[src/rtl/kehid_pkg.sv]
`timescale 1ns / 1ps
package kehid_pkg;

   localparam int SLOT_COUNT = 6;

   // virtual-key codes with special handling
   localparam logic [7:0] KEY_SHIFT   = 8'h10;
   localparam logic [7:0] KEY_CONTROL = 8'h11;
   localparam logic [7:0] KEY_MENU    = 8'h12;
   localparam logic [7:0] KEY_LWIN    = 8'h5B;
   localparam logic [7:0] KEY_RWIN    = 8'h5C;
   localparam logic [7:0] KEY_RETURN  = 8'h0D;
   localparam logic [7:0] SCAN_RSHIFT = 8'h36;

   // modifier byte bits
   localparam logic [7:0] MOD_LCTRL  = 8'h01;
   localparam logic [7:0] MOD_LSHIFT = 8'h02;
   localparam logic [7:0] MOD_LALT   = 8'h04;
   localparam logic [7:0] MOD_LGUI   = 8'h08;
   localparam logic [7:0] MOD_RCTRL  = 8'h10;
   localparam logic [7:0] MOD_RSHIFT = 8'h20;
   localparam logic [7:0] MOD_RALT   = 8'h40;
   localparam logic [7:0] MOD_RGUI   = 8'h80;

   typedef logic [7:0] usage_type;
   typedef usage_type [SLOT_COUNT-1:0] slots_type;

   typedef struct packed {
      logic [7:0] key_code;
      logic       extended;
      logic [7:0] scan_code;
      logic       pressed;
      logic       clear_all;
   } event_type;

   typedef struct packed {
      logic       clear_all;
      logic       down;
      logic [7:0] mask;
      usage_type  usage;
      logic       emit;
   } action_type;

   function automatic logic [7:0] modifier_mask(input logic [7:0] code, input logic ext,
                                                input logic [7:0] scan);
      logic [7:0] m;
      unique case (code)
         KEY_CONTROL: m = ext ? MOD_RCTRL : MOD_LCTRL;
         KEY_MENU:    m = ext ? MOD_RALT : MOD_LALT;
         KEY_SHIFT:   m = (scan == SCAN_RSHIFT) ? MOD_RSHIFT : MOD_LSHIFT;
         KEY_LWIN:    m = MOD_LGUI;
         KEY_RWIN:    m = MOD_RGUI;
         default:     m = 8'h00;
      endcase
      return m;
   endfunction

   function automatic usage_type usage_of(input logic [7:0] code, input logic ext);
      usage_type u;
      if (code >= 8'h41 && code <= 8'h5A) begin
         u = 8'h04 + (code - 8'h41);
      end else if (code >= 8'h31 && code <= 8'h39) begin
         u = 8'h1E + (code - 8'h31);
      end else if (code == 8'h30) begin
         u = 8'h27;
      end else if (code >= 8'h70 && code <= 8'h7B) begin
         u = 8'h3A + (code - 8'h70);
      end else if (code >= 8'h61 && code <= 8'h69) begin
         u = 8'h59 + (code - 8'h61);
      end else begin
         unique case (code)
            KEY_RETURN: u = ext ? 8'h58 : 8'h28;
            8'h1B: u = 8'h29;
            8'h08: u = 8'h2A;
            8'h09: u = 8'h2B;
            8'h20: u = 8'h2C;
            8'hBD: u = 8'h2D;
            8'hBB: u = 8'h2E;
            8'hDB: u = 8'h2F;
            8'hDD: u = 8'h30;
            8'hDC: u = 8'h31;
            8'hBA: u = 8'h33;
            8'hDE: u = 8'h34;
            8'hC0: u = 8'h35;
            8'hBC: u = 8'h36;
            8'hBE: u = 8'h37;
            8'hBF: u = 8'h38;
            8'h14: u = 8'h39;
            8'h2C: u = 8'h46;
            8'h91: u = 8'h47;
            8'h13: u = 8'h48;
            8'h2D: u = 8'h49;
            8'h24: u = 8'h4A;
            8'h21: u = 8'h4B;
            8'h2E: u = 8'h4C;
            8'h23: u = 8'h4D;
            8'h22: u = 8'h4E;
            8'h27: u = 8'h4F;
            8'h25: u = 8'h50;
            8'h28: u = 8'h51;
            8'h26: u = 8'h52;
            8'h90: u = 8'h53;
            8'h6F: u = 8'h54;
            8'h6A: u = 8'h55;
            8'h6D: u = 8'h56;
            8'h6B: u = 8'h57;
            8'h60: u = 8'h62;
            8'h6E: u = 8'h63;
            default: u = 8'h00;
         endcase
      end
      return u;
   endfunction

   // true when no usage appears in two occupied slots
   function automatic logic slots_unique(input slots_type s);
      logic ok;
      ok = 1'b1;
      for (int i = 0; i < SLOT_COUNT; i++) begin
         for (int j = i + 1; j < SLOT_COUNT; j++) begin
            if (s[i] != 8'h00 && s[i] == s[j]) ok = 1'b0;
         end
      end
      return ok;
   endfunction

endpackage

[src/rtl/key_event_to_hid_keyboard_report.sv]
`timescale 1ns / 1ps
// An accepted key event is registered in the input register; the state update then
// registers its report in the report register, shown on rsp_tvalid. Throughput: one
// event per cycle unless rsp_tready stalls; the two registers form a two-entry pipeline.
// Reset: synchronous, clears the modifier byte, all six slots and both valid flags.
module key_event_to_hid_keyboard_report
   import kehid_pkg::*;
(
   input  logic        clock,
   input  logic        reset,
   input  logic        req_tvalid,
   output logic        req_tready,
   // [7:0] key_code, [8] extended, [16:9] scan_code, [17] pressed, [23:18] zero
   input  logic [23:0] req_tdata,
   // [0] clear_all
   input  logic        req_tuser,
   output logic        rsp_tvalid,
   input  logic        rsp_tready,
   // [7:0] modifiers, [15:8] key_slot_0 ... [55:48] key_slot_5
   output logic [55:0] rsp_tdata
);

   event_type   event_ff;
   logic        event_valid_ff;
   logic        rsp_valid_ff;
   logic [55:0] rsp_data_ff;
   action_type  action;
   logic [7:0]  modifiers_in;
   slots_type   slots_in;
   slots_type   slots;
   logic        req_fire;
   logic        advance;

   assign advance    = event_valid_ff && (!rsp_valid_ff || rsp_tready);
   assign req_tready = !event_valid_ff || advance;
   assign req_fire   = req_tvalid && req_tready;

   kehid_decode u_decode (
      .key_event (event_ff),
      .action    (action)
   );

   kehid_state u_state (
      .clock        (clock),
      .reset        (reset),
      .update       (advance),
      .action       (action),
      .modifiers_in (modifiers_in),
      .slots_in     (slots_in),
      .slots        (slots)
   );

   always_ff @(posedge clock) begin
      if (reset) begin
         event_valid_ff <= 1'b0;
         rsp_valid_ff   <= 1'b0;
      end else begin
         if (req_fire) begin
            event_valid_ff <= 1'b1;
         end else if (advance) begin
            event_valid_ff <= 1'b0;
         end
         if (advance && action.emit) begin
            rsp_valid_ff <= 1'b1;
         end else if (rsp_tready) begin
            rsp_valid_ff <= 1'b0;
         end
      end
   end

   // payload registers: hold until the next transaction moves
   always_ff @(posedge clock) begin
      if (req_fire) begin
         event_ff.key_code  <= req_tdata[7:0];
         event_ff.extended  <= req_tdata[8];
         event_ff.scan_code <= req_tdata[16:9];
         event_ff.pressed   <= req_tdata[17];
         event_ff.clear_all <= req_tuser;
      end
      if (advance && action.emit) begin
         rsp_data_ff <= {slots_in, modifiers_in};
      end
   end

   assign rsp_tvalid = rsp_valid_ff;
   assign rsp_tdata  = rsp_data_ff;

`ifndef ASSERT_OFF
   a_reset_idle: assert property (@(posedge clock) reset |=> !rsp_tvalid && !event_valid_ff)
      else $error("valid flags set after reset");
   a_clear_zero: assert property (@(posedge clock) disable iff (reset)
      advance && action.clear_all |=> rsp_tvalid && rsp_tdata == 56'd0)
      else $error("clear-all report not zero");
   a_unique: assert property (@(posedge clock) disable iff (reset) slots_unique(slots))
      else $error("usage held in two slots");
   a_ready_empty: assert property (@(posedge clock) disable iff (reset)
      !event_valid_ff |-> req_tready)
      else $error("input stalled while empty");
`endif

endmodule

[src/rtl/kehid_decode.sv]
`timescale 1ns / 1ps
module kehid_decode
   import kehid_pkg::*;
(
   input  event_type  key_event,
   output action_type action
);

   logic [7:0] mask;
   usage_type  usage;

   always_comb begin
      mask  = modifier_mask(key_event.key_code, key_event.extended, key_event.scan_code);
      usage = usage_of(key_event.key_code, key_event.extended);
      action.clear_all = key_event.clear_all;
      action.down      = key_event.pressed;
      action.mask      = mask;
      action.usage     = usage;
      // unmapped keys produce no report
      action.emit      = key_event.clear_all || (mask != 8'h00) || (usage != 8'h00);
   end

endmodule

[src/rtl/kehid_state.sv]
`timescale 1ns / 1ps
module kehid_state
   import kehid_pkg::*;
(
   input  logic       clock,
   input  logic       reset,
   input  logic       update,
   input  action_type action,
   output logic [7:0] modifiers_in,
   output slots_type  slots_in,
   output slots_type  slots
);

   logic [7:0] modifiers_ff;
   slots_type  slots_ff;
   logic       hit;
   logic       placed;

   always_comb begin
      modifiers_in = modifiers_ff;
      slots_in     = slots_ff;
      hit          = 1'b0;
      placed       = 1'b0;
      for (int i = 0; i < SLOT_COUNT; i++) begin
         if (slots_ff[i] == action.usage) hit = 1'b1;
      end
      priority if (action.clear_all) begin
         modifiers_in = 8'h00;
         slots_in     = '0;
      end else if (action.mask != 8'h00) begin
         modifiers_in = action.down ? (modifiers_ff | action.mask)
                                    : (modifiers_ff & ~action.mask);
      end else if (action.usage != 8'h00) begin
         if (action.down) begin
            // fill the lowest free slot unless already held; drop when full
            for (int i = 0; i < SLOT_COUNT; i++) begin
               if (!hit && !placed && slots_ff[i] == 8'h00) begin
                  slots_in[i] = action.usage;
                  placed      = 1'b1;
               end
            end
         end else begin
            for (int i = 0; i < SLOT_COUNT; i++) begin
               if (slots_ff[i] == action.usage) slots_in[i] = 8'h00;
            end
         end
      end
   end

   always_ff @(posedge clock) begin
      if (reset) begin
         modifiers_ff <= 8'h00;
         slots_ff     <= '0;
      end else if (update) begin
         modifiers_ff <= modifiers_in;
         slots_ff     <= slots_in;
      end
   end

   assign slots = slots_ff;

endmodule
[config.mk]
export PLATFORM = sky130hd
export DESIGN_NAME = key_event_to_hid_keyboard_report
export DESIGN_NICKNAME = d
export VERILOG_FILES = /design/src/rtl/kehid_pkg.sv /design/src/rtl/key_event_to_hid_keyboard_report.sv /design/src/rtl/kehid_decode.sv /design/src/rtl/kehid_state.sv
export SDC_FILE = /design/constraint.sdc
export NUM_CORES = 1
export LEC_CHECK = 0
export ABC_AREA = 1
export BUFFER_PORTS_ARGS = -buffer_cell sky130_fd_sc_hd__buf_4
export CAP_MARGIN = 20
export CORE_ASPECT_RATIO = 1.75
export CORE_UTILIZATION = 40
export CTS_CLUSTER_SIZE = 10
export DETAILED_ROUTE_END_ITERATION = 7
export PLACE_DENSITY_LB_ADDON = 0.2
export SLEW_MARGIN = 20
export SYNTH_ARGS = -nofsm -noshare
export SYNTH_HDL_FRONTEND = slang
export SYNTH_SLANG_ARGS = --single-unit
[constraint.sdc]
create_clock -name clock -period 11.5 [get_ports clock]
set_input_delay 1.725 -clock clock [delete_from_list [all_inputs] [get_ports clock]]
set_output_delay 1.725 -clock clock [all_outputs]
set_load 0.02 [all_outputs]
==> impl_metrics.json, run 1 <==
{
  "core-area_um2": 20800,
  "placement.io_buffers": 80,
  "synth.top_cell.area_share": 0.265,
  "clk_root_buffer_cell": "sky130_fd_sc_hd__clkbuf_16",
  "cp_slowest_cell": "sky130_fd_sc_hd__a31oi_1",
  "synth_cells": 1195,
  "detailed_place_hpwl_mm": 19.2,
  "synth_top_cells_by_area": "sky130_fd_sc_hd__edfxtp_1 (27%), sky130_fd_sc_hd__dfxtp_1 (14%), sky130_fd_sc_hd__nand2_1 (13%)",
  "vias_in_the_first_global_route": 8046,
  "core.rowCount": 70,
  "routabilityCongestion": 0.927,
  "tightest_slew_ps": 996,
  "run_status": "finished, violations left",
  "critical_path.n_buffers_inverters": 3,
  "cts_post_setup_buffers_inserted": 0,
  "crit_path_cell_trace": "inv_1, ha_1, nand2_2, nor2_1, nand2_1, nand2_1, nor2_1, nand3_1, o21bai_1, nand3_1, nand2_2, nand2_2, inv_2, nand4_1, nand2_1, buf_4, nor2_1, a31oi_1, o211ai_1, a21oi_1",
  "yosys_warnings": 0,
  "failed_checks": "DRC",
  "setup_viol": 0,
  "path_max_fanout": 48,
  "timing.final.hold_violations": 0,
  "netlist-cell-type-count": 46,
  "wire_length_of_the_first_global_routing_pass_mm": 41.4,
  "cp.arrival_ps": 5530,
  "seq_area_frac_synth": 0.402,
  "maximum_number_of_pins_on_one_net_before_global_route_repair": 108,
  "synth.most_common_cell": "sky130_fd_sc_hd__nand2_1",
  "cp_top_family": "simple AND/OR/NAND/NOR gates",
  "synthFlopType": "sky130_fd_sc_hd__edfxtp_1",
  "dr_total_vias": 8173,
  "cap_violations": 0,
  "critical_path.max_stage_delay_ps": 550,
  "final_design_area_no_fill_um2": 9800,
  "grt.total_usage": 0.249,
  "grt_overflow_total": 0,
  "dr.pass1.iters": 7,
  "rsz0062_at_grt": "no",
  "slew_headroom": 0.336,
  "drt_first_iter_violations": 459,
  "vertical_die_dimension_um": 195,
  "post_synth_instance_area_um2": 8500,
  "period_needed_ps": 5160,
  "insertion_delay_ps": 440,
  "place_ws_ps": 6410,
  "postRouteAntennaNets": 0,
  "post_synth_most_frequent_cells": "sky130_fd_sc_hd__nand2_1 (305), sky130_fd_sc_hd__inv_1 (157), sky130_fd_sc_hd__nor2_1 (97), sky130_fd_sc_hd__nand3_1 (91), sky130_fd_sc_hd__a21oi_1 (84)",
  "post_synth.cell_area_avg_um2": 7.11,
  "highest_ir_drop_seen_on_vdd_v": 0.0000963,
  "synth_enable_flop_cells": 75,
  "power_per_cell_area_nw_per_um2": 152,
  "post-route-drc-count": 4,
  "synth_area_leader_cell": "sky130_fd_sc_hd__edfxtp_1",
  "initial_antenna_violation_count": 0,
  "ctsHtreeMaxLevel": 4,
  "timing.setup.tns_ps": 0,
  "finalCritPeriodShare": 0.449,
  "finalNetCount": 1292,
  "detailed_place.area_um2": 9220,
  "worst_slack_ps": 6340,
  "io_pins": 87,
  "cts_tree": "yes",
  "clock_path_buffers": 2,
  "chipWidth_um": 112,
  "fraction_of_layout_instances_using_a_drive_strength_above_1": 0.144,
  "cp.required_ps": 11860,
  "cts_num_sinks": 133,
  "clkTransAtPathRegs_ps": 60,
  "synth.ff_latch_count": 133,
  "hold_class": "reg -> reg",
  "dieArea_um2": 21900,
  "cts-buffers-inserted": 17,
  "timing_worst_setup_path_type": "reg -> reg",
  "mappedNetlistNets": 1236,
  "antenna_cells": 0,
  "fmaxAchievable_mhz": 194,
  "p_leak_uw": 0.00472,
  "finalMaxSlewViolations": 0,
  "worst_setup_path_start_kind": "flip-flop",
  "fin_worst_hold_slack_ps": 531,
  "area_delta_synth_final_pct": 15.4,
  "wl_mm": 26.4,
  "proportion_of_register_bits_with_asynchronous_set_or_reset_after_synthesis": 0,
  "viasPerCell": 5.39,
  "clock-skew-final_ps": 10.1,
  "crit_path_capture_type": "flip-flop",
  "floorplan.initialDensity": 0.408,
  "cts.hold.buffers_added": 0,
  "cts_repair_resize_count": 0,
  "post_drt_wl_per_cell_um": 17.4
}
[worst paths after layout]
| check | to | slack [ps] | startpoint | depth (start not counted) |
|---|---|---|---|---|
| max reg2reg | u_state.slots[2]$_SDFFE_PP0P_ | 6340 | event_ff[11]$_DFFE_PP_ | 20 |
| max | u_state.slots[2]$_SDFFE_PP0P_ | 6340 | event_ff[11]$_DFFE_PP_ | 20 |
| min reg2reg | u_state.slots[47]$_SDFFE_PP0P_ | 530 | u_state.slots[47]$_SDFFE_PP0P_ | 2 |
| min | u_state.slots[47]$_SDFFE_PP0P_ | 530 | u_state.slots[47]$_SDFFE_PP0P_ | 2 |
[cells in the final DEF (no fill, tap or decap), drive strengths merged]
cell	n
edfxtp	75
buf	87
nand3	96
o21ai	87
ha	12
a21boi	2
nor2	108
nor4	8
o2bb2ai	1
or2	5
clkinv	14
and3	1
o211ai	15
o21a	1
a31oi	11
nor3b	1
nand2	325
clkbuf	18
clkinvlp	2
a21oi	89
nand3b	2
nand4	30
bufinv	2
dfxtp	58
o31ai	10
a211oi	6
o21bai	2
nor3	9
xor2	13
inv	174
[tightest hold or removal path, cell delays in order, from the launching register on]
cell                       delay, ps
sky130_fd_sc_hd__dfxtp_1         300
sky130_fd_sc_hd__inv_1           120
sky130_fd_sc_hd__a211oi_1         60
[metrics by stage]
step                       util  power (uW)  instances
after global routing      0.470        1560       1516
after detailed placement  0.442         957       1484
after floorplan               -         850       1195
after global placement    0.442         953       1484
after CTS                 0.470        1500       1516
final                     0.470        1490       1516
[layer usage]
metal  vias up  GRT usage  routed length [um]
met5         -          0                   0
met4         0      0.209                2190
met3       118     0.0393                1030
met2       277      0.458               14000
met1      3733      0.238                9160
li1       4045          -                   -
[kinds of logic after synthesis]
kind of cell,after synthesis,synth area share
simple gates,585,0.310
buf+inv,228,0.110
compound gates,224,0.147
flops,133,0.402
xor+xnor,13,0.0134
fa+ha+maj,12,0.0177
[state kept, by name, indices dropped and copies added, names as in the netlist]
| register | count |
|---|---|
| event_ff | 19 |
| event_valid_ff | 1 |
| rsp_tdata | 56 |
| rsp_tvalid | 1 |
| u_state.modifiers_ff | 8 |
| u_state.slots | 48 |
[cell type report]
| cell class | instances | area, um2 |
|---|---|---|
| Fill cell | 2129 | 11000 |
| Multi-Input combinational cell | 834 | 4160 |
| Sequential cell | 133 | 3410 |
| Inverter | 178 | 673 |
| Timing Repair Buffer | 87 | 653 |
| Clock buffer | 18 | 429 |
| Tap cell | 252 | 315 |
| Clock inverter | 14 | 154 |
[where the power goes]
| group | switching [uW] | leakage, uW | internal [uW] | total [uW] |
|---|---|---|---|---|
| clock network | 220 | 0.000279 | 321 | 541 |
| logic | 264 | 0.00325 | 116 | 379 |
| registers | 27.3 | 0.00119 | 544 | 571 |
No activity file was read; power rests on OpenSTA's default activity.
==> inputs of run 2 (changes only) <==
==> constraint.sdc (replaced) <==
create_clock -name clock -period 4.4 [get_ports clock]
set_input_delay 0.66 -clock clock [delete_from_list [all_inputs] [get_ports clock]]
set_output_delay 0.66 -clock clock [all_outputs]
set_load 0.02 [all_outputs]
==> run 2 against run 1 <==
Compared with the run above:
- the run still ends with DRC left
- die area did not move
- highest routed layer unchanged
- via count grew 2.0%
- count of clock-buffer cells in the layout is 2 higher
- clock skew up 1.9 ps
- core utilization is 2.4 points higher
- critical path depth up 8
- clock power is 150% higher
- sequential power grew to 2.6 times the previous value
- final cell count increased by 4.4%
- final area rose by 5.2%
- critical path type unchanged
- first-iteration DRC count grew 15%
- critical endpoint is now rsp_tdata[48]$_DFFE_PP_
==> impl_metrics.json, run 2 (synthesis results as in run 1) <==
{
  "worstHoldPathCells": 1,
  "cp_top_family": "simple AND/OR/NAND/NOR gates",
  "run_status": "finished, violations left",
  "placed_cells": 1549,
  "area_delta_synth_final_pct": 21.4,
  "dieArea_um2": 21900,
  "crit_path_capture_type": "flip-flop",
  "chipWidth_um": 112,
  "mostFrequentLayoutCell": "sky130_fd_sc_hd__nand2_1",
  "highest_ir_drop_seen_on_vdd_v": 0.000265,
  "sequential_cell_area_in_the_final_layout_um2": 3410,
  "hold_end": "event_ff[11]$_DFFE_PP_",
  "antenna_cells": 0,
  "ctsHtreeMaxLevel": 4,
  "detailed_place.area_um2": 9730,
  "dr_total_vias": 8338,
  "clkTransAtPathRegs_ps": 60,
  "largest_reg_flops": 56,
  "wire_length_of_the_first_global_routing_pass_mm": 42.6,
  "setup_viol": 0,
  "placement.io_buffers": 80,
  "critical_path.n_buffers_inverters": 4,
  "final.fill_count": 2165,
  "cp.required_ps": 4580,
  "routabilityCongestion": 0.973,
  "viasPerCell": 5.27,
  "power_per_cell_area_nw_per_um2": 382,
  "final_instance_count_excl_fillers": 1582,
  "initial_antenna_violation_count": 0,
  "detailed_place_hpwl_mm": 20.4,
  "fmaxAchievable_mhz": 245,
  "tightest_slew_ps": 856,
  "dr.pass1.iters": 7,
  "vias_in_the_first_global_route": 8233,
  "clock-skew-final_ps": 12.0,
  "floorplan.initialDensity": 0.408,
  "cp_slowest_cell": "sky130_fd_sc_hd__edfxtp_1",
  "post_drt_wl_per_cell_um": 17.1,
  "finalCoreUtilization": 0.495,
  "crit-reg2reg-launch": "event_ff[11]$_DFFE_PP_",
  "cp.arrival_ps": 4260,
  "postRouteAntennaNets": 0,
  "timing.setup.tns_ps": 0,
  "finalNetCount": 1358,
  "maximum_number_of_pins_on_one_net_before_global_route_repair": 53,
  "rr_worst_depth": 28,
  "period_needed_ps": 4080,
  "cts_tree": "yes",
  "cts-buffers-inserted": 17,
  "final_design_area_no_fill_um2": 10300,
  "worst_setup_path_start_kind": "flip-flop",
  "clock_path_buffers": 2,
  "hold_start": "req_tdata[0]",
  "total_power_uw": 3940,
  "timing_worst_setup_path_type": "reg -> reg",
  "insertion_delay_ps": 430,
  "layout.cells.most_common_list": "sky130_fd_sc_hd__nand2_1 (304), sky130_fd_sc_hd__inv_1 (155), sky130_fd_sc_hd__buf_4 (150)",
  "grt_overflow_total": 0,
  "post-route-drc-count": 4,
  "cts_num_sinks": 133,
  "rsz0062_at_grt": "no",
  "failed_checks": "DRC",
  "worst_setup_path_startpoint": "event_ff[11]$_DFFE_PP_",
  "vertical_die_dimension_um": 195,
  "reg2reg_to": "rsp_tdata[48]$_DFFE_PP_",
  "multi_input_area_um2": 4170,
  "cap_violations": 0,
  "core.rowCount": 70,
  "critical_path_s_most_frequent_cell": "sky130_fd_sc_hd__nand2_1",
  "grt.total_usage": 0.258,
  "io_pins": 87,
  "critical_path.max_stage_delay_ps": 410,
  "finalCritPeriodShare": 0.926,
  "timing.final.hold_violations": 0,
  "p_leak_uw": 0.00502,
  "wl_mm": 27.0,
  "worst-r2r-setup-slack_ps": 320,
  "hold_class": "in -> reg",
  "core-area_um2": 20800,
  "clk_root_buffer_cell": "sky130_fd_sc_hd__clkbuf_16",
  "finalMaxSlewViolations": 0,
  "path_max_fanout": 12,
  "fraction_of_layout_instances_using_a_drive_strength_above_1": 0.187,
  "slew_headroom": 0.428,
  "drt_first_iter_violations": 526
}
[run 2: changes by cell type in the layout (fill, tap and decap cells not counted), sizes merged]
cell and change:
clkinvlp +3, clkinv -1, bufinv -1, buf +66
inv -3, clkbuf +2
[run 2: power breakdown]
part | internal, uW | total [uW] | switching (uW)
clock | 776 | 1330 | 551
sequential | 1420 | 1490 | 67.0
combinational | 400 | 1120 | 719
[run 2: routing by layer]
metal	wire length (um)	vias up	global-route usage
met1	9450	3818	0.248
li1	-	4174	-
met2	14400	248	0.479
met3	927	98	0.0343
met4	2200	0	0.215
met5	0	-	0
[run 2: per-stage QoR]
step / worst slack, ps / hold WS, ps
2_1_floorplan: 744 / 459
3_3_place_gp: 416 / 515
3_5_place_dp: 401 / 516
4_1_cts: 373 / 384
5_1_grt: 31.0 / 385
6_report: 325 / 399
[run 2: timing repair]
item / CTS / global route
setup endpoints to repair: 0 / 15
resized for setup: 0 / 3
hold buffers: 0 / 0
buffers inserted: 0 / 1
[run 2: worst max path at each step]
stage | depth (start not counted) | endpoint
3_3_place_gp | 20 | rsp_tdata[50]$_DFFE_PP_
4_1_cts | 20 | rsp_tdata[50]$_DFFE_PP_
6_report | 28 | rsp_tdata[48]$_DFFE_PP_
3_5_place_dp | 20 | rsp_tdata[50]$_DFFE_PP_
5_1_grt | 28 | rsp_tdata[49]$_DFFE_PP_
2_1_floorplan | 16 | rsp_tdata[0]$_DFFE_PP_
[run 2: area by class of cell]
type	count	area share
multi-input cells	834	0.405
repair buffers	153	0.115
inverters	178	0.0656
well taps	252	0.0306
clock inverters	12	0.0107
clock buffers	20	0.0423
flip-flops and latches	133	0.331
[run 2: worst reg2reg max path: cells and delay by family, from the launching register on]
family | cells | cell delay [ps]
DFF | 1 | 410
adders and majority gates | 1 | 310
buffers and inverters | 4 | 580
and+or+nand+nor | 23 | 2520
